===== src/rtl/lkc_pkg.sv =====
`timescale 1ns / 1ps
// ---------------------------------------------------------------------------
// lkc_pkg
// Shared widths, constants and types for the LRU key cache policy.
// ---------------------------------------------------------------------------
package lkc_pkg;

    localparam int KEY_W = 32;
    localparam int CAP_W = 5;
    localparam logic [CAP_W-1:0] CAP_RESET = 5'd16;

    // Flags from the shared entry unit
    typedef struct packed {
        logic key_eq;
        logic age_gt;
        logic age_lt;
    } cmp_res_t;

endpackage


===== src/rtl/lkc_if.sv =====
`timescale 1ns / 1ps
// ---------------------------------------------------------------------------
// lkc_if
// Valid/ready channel interfaces for access and result transactions.
// ---------------------------------------------------------------------------
interface lkc_in_if;
    logic                             valid;
    logic                             ready;
    logic signed [lkc_pkg::KEY_W-1:0] access_key;

    modport source (output valid, output access_key, input ready);
    modport sink   (input valid, input access_key, output ready);
endinterface

interface lkc_out_if;
    logic                             valid;
    logic                             ready;
    logic                             hit;
    logic                             evict_valid;
    logic signed [lkc_pkg::KEY_W-1:0] evicted_key;

    modport source (output valid, output hit, output evict_valid, output evicted_key,
                    input ready);
    modport sink   (input valid, input hit, input evict_valid, input evicted_key,
                    output ready);
endinterface


===== src/rtl/lkc_ram.sv =====
`timescale 1ns / 1ps
// ---------------------------------------------------------------------------
// lkc_ram
// Generic simple dual-port RAM, one write and one registered read port.
// ---------------------------------------------------------------------------
module lkc_ram #(
    parameter int WIDTH = 8,
    parameter int DEPTH = 16
) (
    input  logic                     clk,
    input  logic                     we,
    input  logic [$clog2(DEPTH)-1:0] waddr,
    input  logic [WIDTH-1:0]         wdata,
    input  logic                     re,
    input  logic [$clog2(DEPTH)-1:0] raddr,
    output logic [WIDTH-1:0]         rdata
);

    logic [WIDTH-1:0] mem [DEPTH];

    always_ff @(posedge clk)
    begin
        if (we)
        begin
            mem[waddr] <= wdata;
        end
        if (re)
        begin
            rdata <= mem[raddr];
        end
    end

endmodule


===== src/rtl/lkc_alu.sv =====
`timescale 1ns / 1ps
// ---------------------------------------------------------------------------
// lkc_alu
// Shared entry unit: key match, age compare and age increment.
// ---------------------------------------------------------------------------
module lkc_alu #(
    parameter int AGE_W = 4
) (
    input  logic [lkc_pkg::KEY_W-1:0] ent_key,
    input  logic [AGE_W-1:0]          ent_age,
    input  logic [lkc_pkg::KEY_W-1:0] acc_key,
    input  logic [AGE_W-1:0]          ref_age,
    output lkc_pkg::cmp_res_t         res,
    output logic [AGE_W-1:0]          age_inc
);

    import lkc_pkg::*;

    always_comb
    begin
        res.key_eq = (ent_key == acc_key);
        res.age_gt = (ent_age > ref_age);
        res.age_lt = (ent_age < ref_age);
        age_inc    = ent_age + AGE_W'(1);
    end

endmodule


===== src/rtl/lru_key_cache_policy.sv =====
`timescale 1ns / 1ps
// ---------------------------------------------------------------------------
// lru_key_cache_policy
// Least-recently-used key set with hit and eviction reporting.
// ---------------------------------------------------------------------------
// Each access transaction carries one 32-bit key and yields exactly one
// result transaction: hit, evict_valid and evicted_key (zero unless a key was
// evicted). Up to min(max(capacity, 2), ENTRIES) keys are held; a hit makes
// the key the most recent, a miss inserts it, evicting the least recent key
// once the set is full. Keys and ages live in one ENTRIES-deep RAM; valid bits
// and the occupancy count are flops cleared at reset, so no clearing pass is
// needed. Each access makes two sweeps over the RAM's single read port: a
// search sweep and an age update sweep. One access is in flight at a time;
// the result register lets the next access be taken while the previous
// result waits. The user must see that capacity is written through
// cfg_we/cfg_wdata only while idle; the block itself does not enforce this.
module lru_key_cache_policy #(
    parameter int ENTRIES = 16
) (
    input  logic                      clk,
    input  logic                      rst_n,
    input  logic                      cfg_we,
    input  logic [lkc_pkg::CAP_W-1:0] cfg_wdata,
    lkc_in_if.sink                    in_ch,
    lkc_out_if.source                 out_ch
);

    import lkc_pkg::*;

    localparam int IDX_W  = $clog2(ENTRIES);
    localparam int AGE_W  = IDX_W;
    localparam int CNT_W  = $clog2(ENTRIES + 1);
    localparam int CMP_W  = (CNT_W > CAP_W) ? CNT_W : CAP_W;
    localparam int WORD_W = KEY_W + AGE_W;

    // Sequencer states
    typedef enum logic [3:0] {
        ST_IDLE   = 4'b0001,
        ST_SCAN   = 4'b0010,
        ST_UPDATE = 4'b0100,
        ST_DONE   = 4'b1000
    } state_t;

    // What the access does to the set
    typedef enum logic [1:0] {
        KIND_HIT,
        KIND_INSERT,
        KIND_EVICT
    } kind_t;

    state_t             state_reg, state_next;
    kind_t              kind_reg, kind_next;
    logic [CNT_W-1:0]   cnt_reg, cnt_next;       // read address sweep
    logic               chk_reg, chk_next;       // RAM data valid this cycle
    logic [IDX_W-1:0]   chk_idx_reg, chk_idx_next;
    logic [KEY_W-1:0]   key_reg, key_next;
    logic [ENTRIES-1:0] valid_reg, valid_next;
    logic [CNT_W-1:0]   occ_reg, occ_next;
    logic [CAP_W-1:0]   cap_reg, cap_next;

    logic               found_reg, found_next;
    logic [IDX_W-1:0]   found_idx_reg, found_idx_next;
    logic [AGE_W-1:0]   found_age_reg, found_age_next;
    logic               free_reg, free_next;
    logic [IDX_W-1:0]   free_idx_reg, free_idx_next;
    logic               old_reg, old_next;
    logic [IDX_W-1:0]   old_idx_reg, old_idx_next;
    logic [AGE_W-1:0]   old_age_reg, old_age_next;
    logic [KEY_W-1:0]   old_key_reg, old_key_next;
    logic [IDX_W-1:0]   tgt_idx_reg, tgt_idx_next;

    logic               out_valid_reg, out_valid_next;
    logic               out_hit_reg, out_hit_next;
    logic               out_evv_reg, out_evv_next;
    logic [KEY_W-1:0]   out_evk_reg, out_evk_next;

    // RAM and shared unit
    logic               ram_we, ram_re;
    logic [IDX_W-1:0]   ram_waddr, ram_raddr;
    logic [WORD_W-1:0]  ram_wdata, ram_rdata;
    logic [KEY_W-1:0]   rd_key;
    logic [AGE_W-1:0]   rd_age;
    logic [AGE_W-1:0]   ref_age;
    logic [AGE_W-1:0]   age_inc;
    cmp_res_t           res;

    logic               ent_valid;
    logic               sweep_end;
    logic [CMP_W-1:0]   cap_ext, eff_cap;

    lkc_ram #(
        .WIDTH (WORD_W),
        .DEPTH (ENTRIES)
    ) u_ram (
        .clk   (clk),
        .we    (ram_we),
        .waddr (ram_waddr),
        .wdata (ram_wdata),
        .re    (ram_re),
        .raddr (ram_raddr),
        .rdata (ram_rdata)
    );

    assign rd_key = ram_rdata[WORD_W-1:AGE_W];
    assign rd_age = ram_rdata[AGE_W-1:0];

    // Search compares against the running oldest; update against the hit's age
    assign ref_age = (state_reg == ST_SCAN) ? old_age_reg : found_age_reg;

    lkc_alu #(
        .AGE_W (AGE_W)
    ) u_alu (
        .ent_key (rd_key),
        .ent_age (rd_age),
        .acc_key (key_reg),
        .ref_age (ref_age),
        .res     (res),
        .age_inc (age_inc)
    );

    assign ent_valid = valid_reg[chk_idx_reg];
    // All reads issued and the last one checked
    assign sweep_end = (cnt_reg == CNT_W'(ENTRIES)) && !chk_reg;

    // Effective capacity, saturated to [2, ENTRIES]
    assign cap_ext = CMP_W'(cap_reg);
    always_comb
    begin
        if (cap_ext < CMP_W'(2))
        begin
            eff_cap = CMP_W'(2);
        end
        else if (cap_ext > CMP_W'(ENTRIES))
        begin
            eff_cap = CMP_W'(ENTRIES);
        end
        else
        begin
            eff_cap = cap_ext;
        end
    end

    assign in_ch.ready        = (state_reg == ST_IDLE);
    assign out_ch.valid       = out_valid_reg;
    assign out_ch.hit         = out_hit_reg;
    assign out_ch.evict_valid = out_evv_reg;
    assign out_ch.evicted_key = out_evk_reg;

    always_comb
    begin
        state_next     = state_reg;
        kind_next      = kind_reg;
        cnt_next       = cnt_reg;
        chk_next       = chk_reg;
        chk_idx_next   = chk_idx_reg;
        key_next       = key_reg;
        valid_next     = valid_reg;
        occ_next       = occ_reg;
        cap_next       = cap_reg;
        found_next     = found_reg;
        found_idx_next = found_idx_reg;
        found_age_next = found_age_reg;
        free_next      = free_reg;
        free_idx_next  = free_idx_reg;
        old_next       = old_reg;
        old_idx_next   = old_idx_reg;
        old_age_next   = old_age_reg;
        old_key_next   = old_key_reg;
        tgt_idx_next   = tgt_idx_reg;
        out_valid_next = out_valid_reg;
        out_hit_next   = out_hit_reg;
        out_evv_next   = out_evv_reg;
        out_evk_next   = out_evk_reg;

        ram_re    = 1'b0;
        ram_raddr = cnt_reg[IDX_W-1:0];
        ram_we    = 1'b0;
        ram_waddr = chk_idx_reg;
        ram_wdata = {rd_key, age_inc};

        if (cfg_we)
        begin
            cap_next = cfg_wdata;
        end

        // Result taken downstream
        if (out_valid_reg && out_ch.ready)
        begin
            out_valid_next = 1'b0;
        end

        case (state_reg)
            ST_IDLE:
            begin
                if (in_ch.valid)
                begin
                    key_next   = in_ch.access_key;
                    cnt_next   = '0;
                    chk_next   = 1'b0;
                    found_next = 1'b0;
                    free_next  = 1'b0;
                    old_next   = 1'b0;
                    state_next = ST_SCAN;
                end
            end

            ST_SCAN:
            begin
                chk_next = 1'b0;
                if (cnt_reg != CNT_W'(ENTRIES))
                begin
                    ram_re       = 1'b1;
                    chk_next     = 1'b1;
                    chk_idx_next = cnt_reg[IDX_W-1:0];
                    cnt_next     = cnt_reg + CNT_W'(1);
                end
                if (chk_reg)
                begin
                    if (ent_valid && res.key_eq && !found_reg)
                    begin
                        found_next     = 1'b1;
                        found_idx_next = chk_idx_reg;
                        found_age_next = rd_age;
                    end
                    if (!ent_valid && !free_reg)
                    begin
                        free_next     = 1'b1;
                        free_idx_next = chk_idx_reg;
                    end
                    if (ent_valid && (!old_reg || res.age_gt))
                    begin
                        old_next     = 1'b1;
                        old_idx_next = chk_idx_reg;
                        old_age_next = rd_age;
                        old_key_next = rd_key;
                    end
                end
                if (sweep_end)
                begin
                    if (found_reg)
                    begin
                        kind_next    = KIND_HIT;
                        tgt_idx_next = found_idx_reg;
                    end
                    else if (CMP_W'(occ_reg) < eff_cap)
                    begin
                        kind_next    = KIND_INSERT;
                        tgt_idx_next = free_idx_reg;
                    end
                    else
                    begin
                        kind_next    = KIND_EVICT;
                        tgt_idx_next = old_idx_reg;
                    end
                    cnt_next   = '0;
                    state_next = ST_UPDATE;
                end
            end

            ST_UPDATE:
            begin
                chk_next = 1'b0;
                if (cnt_reg != CNT_W'(ENTRIES))
                begin
                    ram_re       = 1'b1;
                    chk_next     = 1'b1;
                    chk_idx_next = cnt_reg[IDX_W-1:0];
                    cnt_next     = cnt_reg + CNT_W'(1);
                end
                if (chk_reg)
                begin
                    if (chk_idx_reg == tgt_idx_reg)
                    begin
                        // accessed key becomes the most recent
                        ram_we    = 1'b1;
                        ram_wdata = {key_reg, AGE_W'(0)};
                    end
                    else if (ent_valid && ((kind_reg != KIND_HIT) || res.age_lt))
                    begin
                        ram_we    = 1'b1;
                        ram_wdata = {rd_key, age_inc};
                    end
                end
                if (sweep_end)
                begin
                    state_next = ST_DONE;
                end
            end

            ST_DONE:
            begin
                if (!out_valid_reg || out_ch.ready)
                begin
                    out_valid_next = 1'b1;
                    out_hit_next   = (kind_reg == KIND_HIT);
                    out_evv_next   = (kind_reg == KIND_EVICT);
                    out_evk_next   = (kind_reg == KIND_EVICT) ? old_key_reg : '0;
                    if (kind_reg == KIND_INSERT)
                    begin
                        valid_next[tgt_idx_reg] = 1'b1;
                        occ_next                = occ_reg + CNT_W'(1);
                    end
                    state_next = ST_IDLE;
                end
            end

            default:
            begin
                state_next = ST_IDLE;
            end
        endcase
    end

    always_ff @(posedge clk or negedge rst_n)
    begin
        if (!rst_n)
        begin
            state_reg     <= ST_IDLE;
            kind_reg      <= KIND_HIT;
            cnt_reg       <= '0;
            chk_reg       <= 1'b0;
            chk_idx_reg   <= '0;
            key_reg       <= '0;
            valid_reg     <= '0;
            occ_reg       <= '0;
            cap_reg       <= CAP_RESET;
            found_reg     <= 1'b0;
            found_idx_reg <= '0;
            found_age_reg <= '0;
            free_reg      <= 1'b0;
            free_idx_reg  <= '0;
            old_reg       <= 1'b0;
            old_idx_reg   <= '0;
            old_age_reg   <= '0;
            old_key_reg   <= '0;
            tgt_idx_reg   <= '0;
            out_valid_reg <= 1'b0;
            out_hit_reg   <= 1'b0;
            out_evv_reg   <= 1'b0;
            out_evk_reg   <= '0;
        end
        else
        begin
            state_reg     <= state_next;
            kind_reg      <= kind_next;
            cnt_reg       <= cnt_next;
            chk_reg       <= chk_next;
            chk_idx_reg   <= chk_idx_next;
            key_reg       <= key_next;
            valid_reg     <= valid_next;
            occ_reg       <= occ_next;
            cap_reg       <= cap_next;
            found_reg     <= found_next;
            found_idx_reg <= found_idx_next;
            found_age_reg <= found_age_next;
            free_reg      <= free_next;
            free_idx_reg  <= free_idx_next;
            old_reg       <= old_next;
            old_idx_reg   <= old_idx_next;
            old_age_reg   <= old_age_next;
            old_key_reg   <= old_key_next;
            tgt_idx_reg   <= tgt_idx_next;
            out_valid_reg <= out_valid_next;
            out_hit_reg   <= out_hit_next;
            out_evv_reg   <= out_evv_next;
            out_evk_reg   <= out_evk_next;
        end
    end

endmodule


===== src/flat_wrapper.sv =====
// flat-port wrapper written by rule: the top's interface ports become plain ports
module lru_key_cache_policy_flat import lkc_pkg::*;
#(
    parameter int ENTRIES = 16
)
  (clk, rst_n, cfg_we, cfg_wdata, in_ch_valid, in_ch_access_key, in_ch_ready, out_ch_valid, out_ch_hit, out_ch_evict_valid, out_ch_evicted_key, out_ch_ready);
  lkc_in_if in_ch_i ();
  lkc_out_if out_ch_i ();
  input  logic clk;
  input  logic rst_n;
  input  logic cfg_we;
  input  logic [lkc_pkg::CAP_W-1:0] cfg_wdata;
  input wire logic [$bits(in_ch_i.valid)-1:0] in_ch_valid;
  input wire logic [$bits(in_ch_i.access_key)-1:0] in_ch_access_key;
  output wire logic [$bits(in_ch_i.ready)-1:0] in_ch_ready;
  output wire logic [$bits(out_ch_i.valid)-1:0] out_ch_valid;
  output wire logic [$bits(out_ch_i.hit)-1:0] out_ch_hit;
  output wire logic [$bits(out_ch_i.evict_valid)-1:0] out_ch_evict_valid;
  output wire logic [$bits(out_ch_i.evicted_key)-1:0] out_ch_evicted_key;
  input wire logic [$bits(out_ch_i.ready)-1:0] out_ch_ready;
  assign in_ch_i.valid = in_ch_valid;
  assign in_ch_i.access_key = in_ch_access_key;
  assign in_ch_ready = in_ch_i.ready;
  assign out_ch_valid = out_ch_i.valid;
  assign out_ch_hit = out_ch_i.hit;
  assign out_ch_evict_valid = out_ch_i.evict_valid;
  assign out_ch_evicted_key = out_ch_i.evicted_key;
  assign out_ch_i.ready = out_ch_ready;
  lru_key_cache_policy #(.ENTRIES(ENTRIES)) u_core (.clk(clk), .rst_n(rst_n), .cfg_we(cfg_we), .cfg_wdata(cfg_wdata), .in_ch(in_ch_i), .out_ch(out_ch_i));
endmodule

===== config.mk =====
export PLATFORM = sky130hd
export DESIGN_NAME = lru_key_cache_policy_flat
export DESIGN_NICKNAME = d
export VERILOG_FILES = /design/src/rtl/lkc_pkg.sv /design/src/rtl/lkc_if.sv /design/src/rtl/lkc_ram.sv /design/src/rtl/lkc_alu.sv /design/src/rtl/lru_key_cache_policy.sv /design/src/flat_wrapper.sv
export SDC_FILE = /design/constraint.sdc
export NUM_CORES = 1
export LEC_CHECK = 0
export BUFFER_PORTS_ARGS = -buffer_cell sky130_fd_sc_hd__buf_2
export CAP_MARGIN = 20
export CELL_PAD_IN_SITES_DETAIL_PLACEMENT = 1
export CELL_PAD_IN_SITES_GLOBAL_PLACEMENT = 1
export CORE_ASPECT_RATIO = 2
export CORE_UTILIZATION = 50
export DETAILED_ROUTE_END_ITERATION = 12
export PLACE_DENSITY = 0.84
export SKIP_LAST_GASP = 1
export SYNTH_ARGS = -nofsm -noshare
export SYNTH_HDL_FRONTEND = slang
export SYNTH_SLANG_ARGS = --single-unit

===== constraint.sdc =====
create_clock -name clk -period 8.15 [get_ports clk]
set_input_delay 1.63 -clock clk [delete_from_list [all_inputs] [get_ports clk]]
set_output_delay 1.63 -clock clk [all_outputs]
set_load 0.05 [all_outputs]

Yosys cells after proc, flatten, opt, wreduce, memory -nomap -nowiden
Memories as Yosys holds them, arrays and structs flattened. A register that Yosys moved wholly into a read port is not among the register bits.
Cells that the tools add are included.

operators by class
  add/sub/neg operators = 3
  $lt $le $gt $ge = 8
  eq/ne operators = 18
  muxes and demuxes = 46
  bitwise operators = 1
  reduce and logical (&&, ||, !) cells = 37

operators by type and width
  kind                                                                  count
  36-bit two-way mux                                                    3
  32-bit equality test                                                  1
  32-bit two-way mux                                                    1
  4-bit two-way mux                                                     7
  5-bit two-way mux                                                     5
  1-bit two-way mux                                                     20
  16-bit bitwise OR                                                     1
  4-bit case mux with 4 select lines                                    1
  4-bit AND reduction                                                   4
  5-bit case mux with 3 select lines                                    1
  2-bit AND reduction                                                   6
  3-bit AND reduction                                                   4
  5-bit by 1-bit adder with 5-bit output, second input constant         2
  4-bit by 5-bit < comparator with 1-bit output, second input constant  2
  1-bit logical AND                                                     8
  2-bit by 1-bit != test with 1-bit output, second input constant       4
  2-bit != test, second input constant                                  4
  1-bit case mux with 2 select lines                                    4
  1-bit logical NOT                                                     6
  2-bit nonzero test                                                    3
  5-bit equality test, second input constant                            1
  5-bit greater-than comparator, second input constant                  1
  5-bit by 2-bit < comparator with 1-bit output, second input constant  1
  5-bit < comparator                                                    1
  19 further kinds                                                      22

word-level totals
  register bits after elaboration = 168
  RAM bits = 576
  input port bits = 42
  output and inout port bits = 36
  logic and storage cells = 137
  memories kept = 1

memories
  memory            words  width  rd ports  clocked after Yosys merged registers in  wr ports  RTL line       source
  u_core.u_ram.mem  16     36     1         1                                        1         lkc_ram.sv:19  logic [WIDTH-1:0] mem [DEPTH];

Logic depth before layout (Yosys ltp)
Gate-level depths: netlist of the first run.

  depth after elaboration = 11
  mapped depth = 12
  mapped depth without buffers = 8

Modules after synthesis
From an unflattened synthesis of the first run, not the netlist that was laid out.

second synthesis, totals
  cell total of the unflattened synthesis = 1553
  area, all modules = 30495.5 µm²

modules (own cells, without submodules)
  module                times used  cells each  area an instance (µm²)
  lkc_ram               1           938         22679.3
  lru_key_cache_policy  1           553         7327.0
  lkc_alu               1           62          489.2

Worst setup path after synthesis of the first run
Ideal clock, no wire load.

  kind = flip-flop to flip-flop
  start = register u_core.state_reg[0]
  end = memory u_core.u_ram.mem[8][0] (netlist bit), enable pin
  arrival = 5.839 ns
  required time = 7.631 ns
  slack = 1.792 ns
  stages on the path, launching flop included = 11
  path buffers = 2
  clock period less this slack = 6.358 ns
  cells stage by stage = dfstp_2 > clkbuf_1 > nor4b_2 > clkbuf_1 > mux2i_1 > ha_1 > nor2b_1 > o211ai_1 > a211o_1 > a31oi_1 > nor4_1

on the way
  longest elaborated chain between the ends = 11

ends and longest elaborated chain
  element                                         RTL line                     source
  start: declaration                              lru_key_cache_policy.sv:51   state_t state_reg, state_next;
  start signal: assignment                        lru_key_cache_policy.sv:344  state_reg <= state_next;
  4-bit by 2-bit equality test with 1-bit output  lru_key_cache_policy.sv:108  assign ref_age = (state_reg == ST_SCAN) ? old_age_reg : found_age_reg;
  4-bit two-way mux                               lru_key_cache_policy.sv:108
  4-bit < comparator                              lkc_alu.sv:23                res.age_lt = (ent_age < ref_age);
  1-bit logical OR                                lru_key_cache_policy.sv:278  else if (ent_valid && ((kind_reg != KIND_HIT) || res.age_lt))
  1-bit logical AND                               lru_key_cache_policy.sv:278
  1-bit two-way mux                               lru_key_cache_policy.sv:278
  1-bit two-way mux                               lru_key_cache_policy.sv:272  if (chk_idx_reg == tgt_idx_reg)
  1-bit two-way mux                               lru_key_cache_policy.sv:270  if (chk_reg)
  1-bit two-way mux (*)                           lru_key_cache_policy.sv:192  case (state_reg)
  1-bit two-way mux (*)                           lkc_ram.sv:23                if (we)
  1-bit two-way mux (not written as such) (*)     lkc_ram.sv:25                mem[waddr] <= wdata;
  end: declaration                                lkc_ram.sv:19

Every way passes the cells marked *; elsewhere a longest branch is shown, timed or not.

Worst setup path after layout of the first run
  start = register u_core.state_reg[2]
  end = memory u_core.u_ram.mem[3][13] (netlist bit), enable pin

Same word-level chain as after synthesis.

==> impl_metrics.py, run 1 <==
metrics = {
    "outcome": {
        "status": "finished, final reports clean",
    },
    "hold_path": {
        "hp-class": "reg -> reg",
        "whs_path_depth": 1,
        "worstHoldEndpoint": "u_core.valid_reg[9]$_DFFE_PN0P_",
        "holdCritStartpoint": "u_core.valid_reg[9]$_DFFE_PN0P_",
    },
    "critical_path": {
        "cp_slowest_cell": "nor4b_1",
        "worstPathMaxFanout": 38,
        "rr_endpoint": "u_core.u_ram.mem[3][13]$_DFFE_PP_",
        "required_ns": 8.37,
        "arrival_ns": 4.39,
        "cp_num_buf_inv": 3,
        "ff2ff_path_depth": 8,
        "rrSetupSlack_ns": 3.98,
        "cpPeakStageDelay_ns": 0.70,
        "cp-end-kind": "register",
        "worst_setup_path_start_kind": "register",
        "crit_path_cell_trace": "nor4b_1 -> nand4_1 -> nor3_2 -> buf_4 -> a31oi_1 -> buf_4 -> nor4_2 -> buf_4",
        "crit_path_frequent_cell": "buf_4",
        "rr_startpoint": "u_core.state_reg[2]$_DFFE_PN0P_",
        "critPathKind": "reg -> reg",
        "path_delay_family": "simple AND/OR/NAND/NOR gates",
    },
    "synthesis": {
        "netlist_area_um2": 30990,
        "synth_edf_count": 612,
        "synthesis.nets": 1794,
        "synth.largest_area_cell": "edfxtp_1",
        "yosys.area_share.xor_xnor": 0.01187,
        "synth_ff_type": "edfxtp_1",
        "synth_simple_gate_area_frac": 0.02762,
        "ys_top_cells_by_area": "edfxtp_1, dfrtp_1, mux2_2, mux4_2, mux2i_1",
        "ys_warn_count": 0,
        "synth_fa_ha_area_frac": 0.004845,
        "synth_top_area_frac": 0.5931,
        "synth.area.mux_share": 0.1492,
        "seq_area_frac_synth": 0.7288,
        "ys_ff_latch": 780,
        "syn_inst": 1740,
        "synth.distinct_cells": 60,
        "synth_top_family_by_area": "multiplexers",
        "async_reset_ff_frac": 0.2154,
        "postSynthAreaPerCell_um2": 17.81,
        "synth-compound-area-share": 0.06299,
    },
    "floorplan": {
        "die_area_um2": 63030,
        "std_cell_rows": 128,
        "start_util": 0.5078,
        "ios": 78,
        "die_h_um": 354.1,
        "coreArea_um2": 61020,
        "die_w_um": 178.0,
    },
    "cts": {
        "ctsHtreeMaxLevel": 3,
        "post-cts-setup-buffers": 0,
        "cts_resized": 0,
        "cts_sinks": 780,
        "cts.clk_slew.worst_paths_ns": 0.07,
        "cts_tree": "done",
        "clock_latency_ns": 0.62,
        "clockRootBuffer": "clkbuf_16",
        "cts_buffer_depth": 3,
        "cts_buffers": 68,
        "cts_hold_buffers": 0,
    },
    "finish": {
        "fillers": 5397,
        "regMostFlops": "u_core.u_ram.mem",
        "largest_reg_flops": 576,
        "syn_to_final_growth_pct": 11.66,
        "drive_above_1_share": 0.2562,
        "nets": 1883,
        "top_regs": "u_core.u_ram.mem (576), u_core.u_ram.rdata (36)",
    },
    "sta": {
        "final_max_slew_viol_count": 0,
        "final.min_clock_period_ns": 4.171,
        "setup_viol": 0,
        "max_freq_ghz": 0.2398,
        "slew_headroom": 0.2013,
        "post-route-period-util": 0.5118,
        "finalHoldViolations": 0,
        "setup_tns_ns": 0,
        "worst_slew_pin_slew_ns": 1.193,
        "fin_skew_ns": 0.03130,
        "rsz0062_at_grt": "false",
    },
    "power_and_ir_drop": {
        "total_power_mw": 10.34,
        "ir_worst_vdd_v": 0.0002864,
        "p_per_area_nw_per_um2": 298.9,
        "power.leakage_nw": 12.32,
    },
    "global_route": {
        "grt.total_usage": 0.2681,
        "grt_pass1_wl_um": 121700,
        "antenna_found_initial": 2,
        "grt_pass1_vias": 18860,
        "overflow": 0,
        "grt_max_degree": 129,
    },
    "route": {
        "routed-wl-met3_um": 4783,
        "vias_per_cell": 6.372,
        "met2_length_um": 43490,
        "drc": 0,
        "dr.pass1.iters": 7,
        "drt_iter0_drc": 1323,
        "routedWlPerCell_um": 30.82,
        "totalWireLength_um": 82160,
        "top_layer": "met5",
        "antenna_left": 0,
        "m1WireLength_um": 29610,
        "vias": 16990,
    },
    "placed_design": {
        "numPortBuffers": 77,
        "place_congestion": 0.8242,
        "place_hpwl_um": 47800,
    },
    "job": {
        "maxCapViolations": 0,
    },
}
-- through the flow --
| step | setup WS, ns | hold WS [ns] | instances | area (um2) | util |
|---|---|---|---|---|---|
| finish | 3.979 | 0.4745 | 2666 | 34600 | 0.5671 |
| global route | 3.743 | 0.4939 | 2665 | 34600 | 0.5670 |
| CTS | 3.945 | 0.4756 | 2664 | 34590 | 0.5669 |
| detailed placement | 4.082 | 0.4509 | 2538 | 32350 | 0.5302 |
| global placement | 4.285 | 0.4448 | 2538 | 32350 | 0.5302 |
| floorplan | 1.792 | 0.4240 | 1740 | 30990 | - |
-- cells in the mapped netlist (8+ instances only) --
library cell and n:
edfxtp_1 612, dfrtp_1 166, mux2_2 150, mux2i_1 113, o21ai_0 85, mux4_2 73
nand2_1 60, clkbuf_1 59, a21oi_1 49, a22o_1 37, xnor2_1 37, a221oi_1 36
a22oi_1 36, nor2_1 22, nor3_1 18, buf_1 15, buf_2 15, mux2_1 14
ha_1 12, inv_1 10, nand2b_1 10, nand4_1 10, o21bai_1 9, a21o_1 8
a31oi_1 8
-- routing by layer --
metal | GRT usage | up-vias
li1 | - | 7080
met1 | 0.3130 | 8881
met2 | 0.4717 | 765
met3 | 0.03952 | 260
met4 | 0.1409 | 2
met5 | 0 | -
-- kinds of logic after synthesis --
| family | count (synthesis) |
|---|---|
| xor+xnor | 42 |
| mux | 350 |
| flops | 780 |
| buf+inv | 106 |
| compound gates | 286 |
| fa+ha+maj | 12 |
| simple gates | 164 |
-- where the power goes --
| group | internal (mW) | switching [mW] | total [mW] |
|---|---|---|---|
| Sequential | 4.71 | 0.383 | 5.10 |
| Clock | 1.79 | 1.48 | 3.28 |
| Combinational | 0.893 | 1.08 | 1.97 |
| Total | 7.40 | 2.94 | 10.3 |
-- how the worst max path moves through the flow --
stage	start	to	slack, ns	depth (start not counted)
floorplan	u_core.state_reg[0]$_DFFE_PN1P_	u_core.u_ram.mem[8][0]$_DFFE_PP_	1.79	10
global placement	u_core.state_reg[1]$_DFFE_PN0P_	u_core.u_ram.mem[1][11]$_DFFE_PP_	4.29	7
detailed placement	u_core.state_reg[1]$_DFFE_PN0P_	u_core.u_ram.mem[3][24]$_DFFE_PP_	4.08	7
CTS	u_core.state_reg[1]$_DFFE_PN0P_	u_core.u_ram.mem[3][10]$_DFFE_PP_	3.95	7
global route	u_core.state_reg[2]$_DFFE_PN0P_	u_core.u_ram.mem[3][18]$_DFFE_PP_	3.74	8
finish	u_core.state_reg[2]$_DFFE_PN0P_	u_core.u_ram.mem[3][13]$_DFFE_PP_	3.98	8
-- cell type report --
class,instances,area (um2),share of cell area
clock buffer,86,1886,0.05449
timing repair buffer,114,684.4,0.01978
inverter,11,41.29,0.001193
sequential,780,22590,0.6530
tap,780,975.9,0.02821
antenna,1,2.502,0.00007232
multi-input combinational,854,8063,0.2330
clock inverter,40,354.1,0.01023
-- cell usage in the layout, fill, tap and decap left out, drive strengths merged, types with 5 or more instances in the layout --
master | synthesis | routed
o21ai | 85 | 85
nand2b | 10 | 10
a31oi | 8 | 8
mux2 | 164 | 164
a22oi | 36 | 36
dfrtp | 166 | 166
nor2b | 7 | 7
a21oi | 49 | 49
nor3 | 18 | 18
nand3 | 5 | 5
a21o | 8 | 8
xnor2 | 37 | 37
xor2 | 5 | 5
a22o | 37 | 37
o21bai | 9 | 9
nor2 | 22 | 22
a221oi | 36 | 36
nor4 | 8 | 8
ha | 12 | 12
o211ai | 5 | 5
nand4 | 10 | 10
buf | 35 | 113
clkinv | 1 | 28
clkbuf | 60 | 87
nand2 | 60 | 60
edfxtp | 612 | 612
inv | 10 | 16
mux4 | 73 | 73
mux2i | 113 | 113
(Power assumes the default switching activity.)
==> run 2, diff against run 1 <==
--- a/config.mk
+++ b/config.mk
@@ -5,14 +5,15 @@
 export SDC_FILE = /design/constraint.sdc
 export NUM_CORES = 1
 export LEC_CHECK = 0
+export ABC_AREA = 1
 export BUFFER_PORTS_ARGS = -buffer_cell sky130_fd_sc_hd__buf_2
 export CAP_MARGIN = 20
 export CELL_PAD_IN_SITES_DETAIL_PLACEMENT = 1
 export CELL_PAD_IN_SITES_GLOBAL_PLACEMENT = 1
 export CORE_ASPECT_RATIO = 2
-export CORE_UTILIZATION = 50
+export CORE_UTILIZATION = 46
 export DETAILED_ROUTE_END_ITERATION = 12
-export PLACE_DENSITY = 0.84
+export PLACE_DENSITY = 0.86
 export SKIP_LAST_GASP = 1
 export SYNTH_ARGS = -nofsm -noshare
 export SYNTH_HDL_FRONTEND = slang
==> constraint.sdc (replaced) <==
create_clock -name clk -period 3.35 [get_ports clk]
set_input_delay 0.67 -clock clk [delete_from_list [all_inputs] [get_ports clk]]
set_output_delay 0.67 -clock clk [all_outputs]
set_load 0.05 [all_outputs]
==> run 2 against run 1 <==
- sequential power grew to 2.5 times the previous value
- global-route usage is 1.2 points higher
- routed wire length is 19% higher
- worst setup slack worse by 3.8 ns
- critical path type unchanged
==> impl_metrics.py, run 2 <==
metrics = {
    "route": {
        "drc": 0,
        "routedWlPerCell_um": 26.17,
        "vias": 22340,
        "antenna_left": 0,
        "totalWireLength_um": 97470,
        "dr.pass1.iters": 7,
        "drt_iter0_drc": 1993,
        "vias_per_cell": 5.998,
    },
    "global_route": {
        "antenna_found_initial": 2,
        "grt_max_degree": 113,
        "grt_pass1_vias": 24340,
        "overflow": 0,
        "grt_pass1_wl_um": 148400,
        "grt.total_usage": 0.2803,
    },
    "critical_path": {
        "arrival_ns": 3.47,
        "cp_slowest_cell": "dfrtp_1",
        "critPathKind": "reg -> reg",
        "rr_startpoint": "u_core.state_reg[3]$_DFFE_PN0P_",
        "ff2ff_path_depth": 15,
        "cpPeakStageDelay_ns": 0.44,
        "cp-end-kind": "register",
        "required_ns": 3.69,
        "worst_setup_path_start_kind": "register",
        "crit_path_cell_trace": "inv_1 -> nand2_1 -> nor3_4 -> buf_4 -> mux2i_1 -> ha_1 -> nand2_1 -> o21bai_1 -> nand2_1 -> a21oi_1 -> o21ai_0 -> nand2_2 -> nand2_2 -> nor2_4 -> buf_12",
        "rr_endpoint": "u_core.u_ram.mem[9][35]$_DFFE_PP_",
        "crit_path_frequent_cell": "nand2_1",
        "path_delay_family": "simple AND/OR/NAND/NOR gates",
        "cp_num_buf_inv": 3,
        "worstPathMaxFanout": 25,
        "rrSetupSlack_ns": 0.22,
    },
    "sta": {
        "finalHoldViolations": 0,
        "slew_headroom": 0.4811,
        "final.min_clock_period_ns": 3.132,
        "worst_slew_pin_slew_ns": 0.7773,
        "setup_viol": 0,
        "max_freq_ghz": 0.3193,
        "rsz0062_at_grt": "false",
        "post-route-period-util": 0.9348,
        "fin_skew_ns": 0.03056,
        "final_max_slew_viol_count": 0,
    },
    "finish": {
        "multi_input_area_um2": 7986,
        "fillers": 6959,
        "regMostFlops": "u_core.u_ram.mem",
        "final_util": 0.5254,
        "top_regs": "u_core.u_ram.mem (576), u_core.u_ram.rdata (36)",
        "largest_reg_flops": 576,
        "drive_above_1_share": 0.1246,
        "final_common_cell": "nand2_1",
        "layout_common_cells": "nand2_1, edfxtp_1, o21ai_0, nor2_1, dfrtp_1",
        "nets": 2838,
        "syn_to_final_growth_pct": 12.67,
        "final_area_um2": 35680,
        "seq_area_um2": 22590,
    },
    "synthesis": {
        "async_reset_ff_frac": 0.2154,
        "ys_warn_count": 0,
        "synth_common_cells": "nand2_1, edfxtp_1, o21ai_0",
        "seq_area_frac_synth": 0.7133,
        "netlist_area_um2": 31660,
        "ys_top_cells_by_area": "edfxtp_1, dfrtp_1, nand2_1, o21ai_0, nor2_1",
        "synth_ff_type": "edfxtp_1",
        "postSynthAreaPerCell_um2": 11.75,
        "synth_edf_count": 612,
        "yosysMostFrequentCell": "nand2_1",
        "syn_inst": 2694,
        "synthesis.nets": 2748,
        "ys_ff_latch": 780,
        "synth.largest_area_cell": "edfxtp_1",
        "synth.distinct_cells": 39,
        "synth_top_area_frac": 0.5804,
    },
    "job": {
        "maxCapViolations": 0,
    },
    "cts": {
        "cts_buffer_depth": 3,
        "cts_tree": "done",
        "clock_latency_ns": 0.65,
        "ctsHtreeMaxLevel": 2,
        "clockRootBuffer": "clkbuf_16",
        "cts_buffers": 60,
        "cts_hold_buffers": 0,
        "cts_sinks": 780,
        "cts.clk_slew.worst_paths_ns": 0.07,
    },
    "floorplan": {
        "die_area_um2": 69950,
        "start_util": 0.4663,
        "std_cell_rows": 135,
        "die_h_um": 373.0,
        "die_w_um": 187.5,
        "ios": 78,
        "coreArea_um2": 67900,
    },
    "power_and_ir_drop": {
        "ir_worst_vdd_v": 0.0005224,
        "p_int_mw": 18.25,
        "p_sw_frac": 0.3681,
        "combPwrFrac": 0.291,
        "power_frac_clock": 0.266,
        "seqPwrFrac": 0.443,
        "p_switching_mw": 10.63,
        "power.leakage_nw": 13.30,
        "p_per_area_nw_per_um2": 809.5,
    },
    "placed_design": {
        "place_hpwl_um": 64750,
        "numPortBuffers": 77,
        "place_congestion": 0.8919,
        "placedInstanceArea_um2": 33570,
    },
    "hold_path": {
        "hp-class": "in -> async",
    },
    "outcome": {
        "status": "finished, final reports clean",
    },
}
run 2: worst max path at each step:
stage	from	end	slack [ns]	cells after the start
2_1_floorplan	u_core.state_reg[3]$_DFFE_PN0P_	u_core.u_ram.mem[0][0]$_DFFE_PP_	-0.05	14
3_5_place_dp	u_core.state_reg[3]$_DFFE_PN0P_	u_core.u_ram.mem[7][11]$_DFFE_PP_	0.22	15
5_1_grt	u_core.state_reg[3]$_DFFE_PN0P_	u_core.u_ram.mem[9][35]$_DFFE_PP_	0.03	15
4_1_cts	u_core.state_reg[3]$_DFFE_PN0P_	u_core.u_ram.mem[7][23]$_DFFE_PP_	0.20	15
3_3_place_gp	u_core.state_reg[3]$_DFFE_PN0P_	u_core.u_ram.mem[7][23]$_DFFE_PP_	0.28	15
6_report	u_core.state_reg[3]$_DFFE_PN0P_	u_core.u_ram.mem[9][35]$_DFFE_PP_	0.22	15
run 2: metrics by stage:
step | std cells | setup WS [ns] | hold slack [ns] | total power [mW] | TNS [ns]
floorplan | 2694 | -0.04817 | 0.3744 | 17.68 | -27.75
global placement | 3608 | 0.2780 | 0.4394 | 20.32 | 0
detailed placement | 3608 | 0.2152 | 0.4502 | 21.01 | 0
CTS | 3719 | 0.2035 | 0.08408 | 28.73 | 0
global route | 3724 | 0.03291 | 0.1239 | 29.81 | 0
finish | 3724 | 0.2183 | 0.06606 | 28.88 | 0
run 2: logic make-up after synthesis:
kind of cell / synth area share
AOI/OAI and AO/OA: 0.09634
buffers and inverters: 0.03845
adders and majority gates: 0.004742
DFF: 0.7133
xor gates and xnor gates: 0.006639
muxes: 0.001660
and+or+nand+nor: 0.1389
run 2: layer usage:
metal	share of wire	up-vias	global-route usage
met1	0.35	11300	0.3149
li1	-	9654	-
met5	0.00013	-	0
met3	0.060	318	0.03555
met4	0.059	2	0.1618
met2	0.53	1062	0.5067
run 2: layout make-up:
cell class                      instances  area share
Sequential cell                       780      0.6332
Clock buffer                           65     0.04321
Antenna cell                            1  0.00007014
Inverter                              124     0.01326
Timing Repair Buffer                  180     0.04037
Multi-Input combinational cell       1638      0.2239
Tap cell                              890     0.03121
Clock inverter                         46     0.01480
run 2: worst reg2reg max path, delay by kind of cell, from the launching register on:
kind                       cells  cell delay (ns)
adders and majority gates      1             0.26
buffers and inverters          3             0.49
AOI/OAI and AO/OA              3             0.35
muxes                          1             0.20
and+or+nand+nor                7             1.07
DFF                            1             0.44
run 2: power by group through the flow:
stage	registers, mW	logic (mW)	clock network (mW)
after floorplan	12.6	5.10	0
after global placement	12.9	7.40	0
after detailed placement	13.0	8.05	0
after CTS	12.8	8.25	7.71
after global routing	12.9	9.00	7.95
final	12.8	8.41	7.67
run 2: what timing repair did:
| action | in CTS | in global routing |
|---|---|---|
| gates resized for setup | 0 | 0 |
| setup buffers | 0 | 4 |
| endpoints found under the setup margin | 0 | 47 |
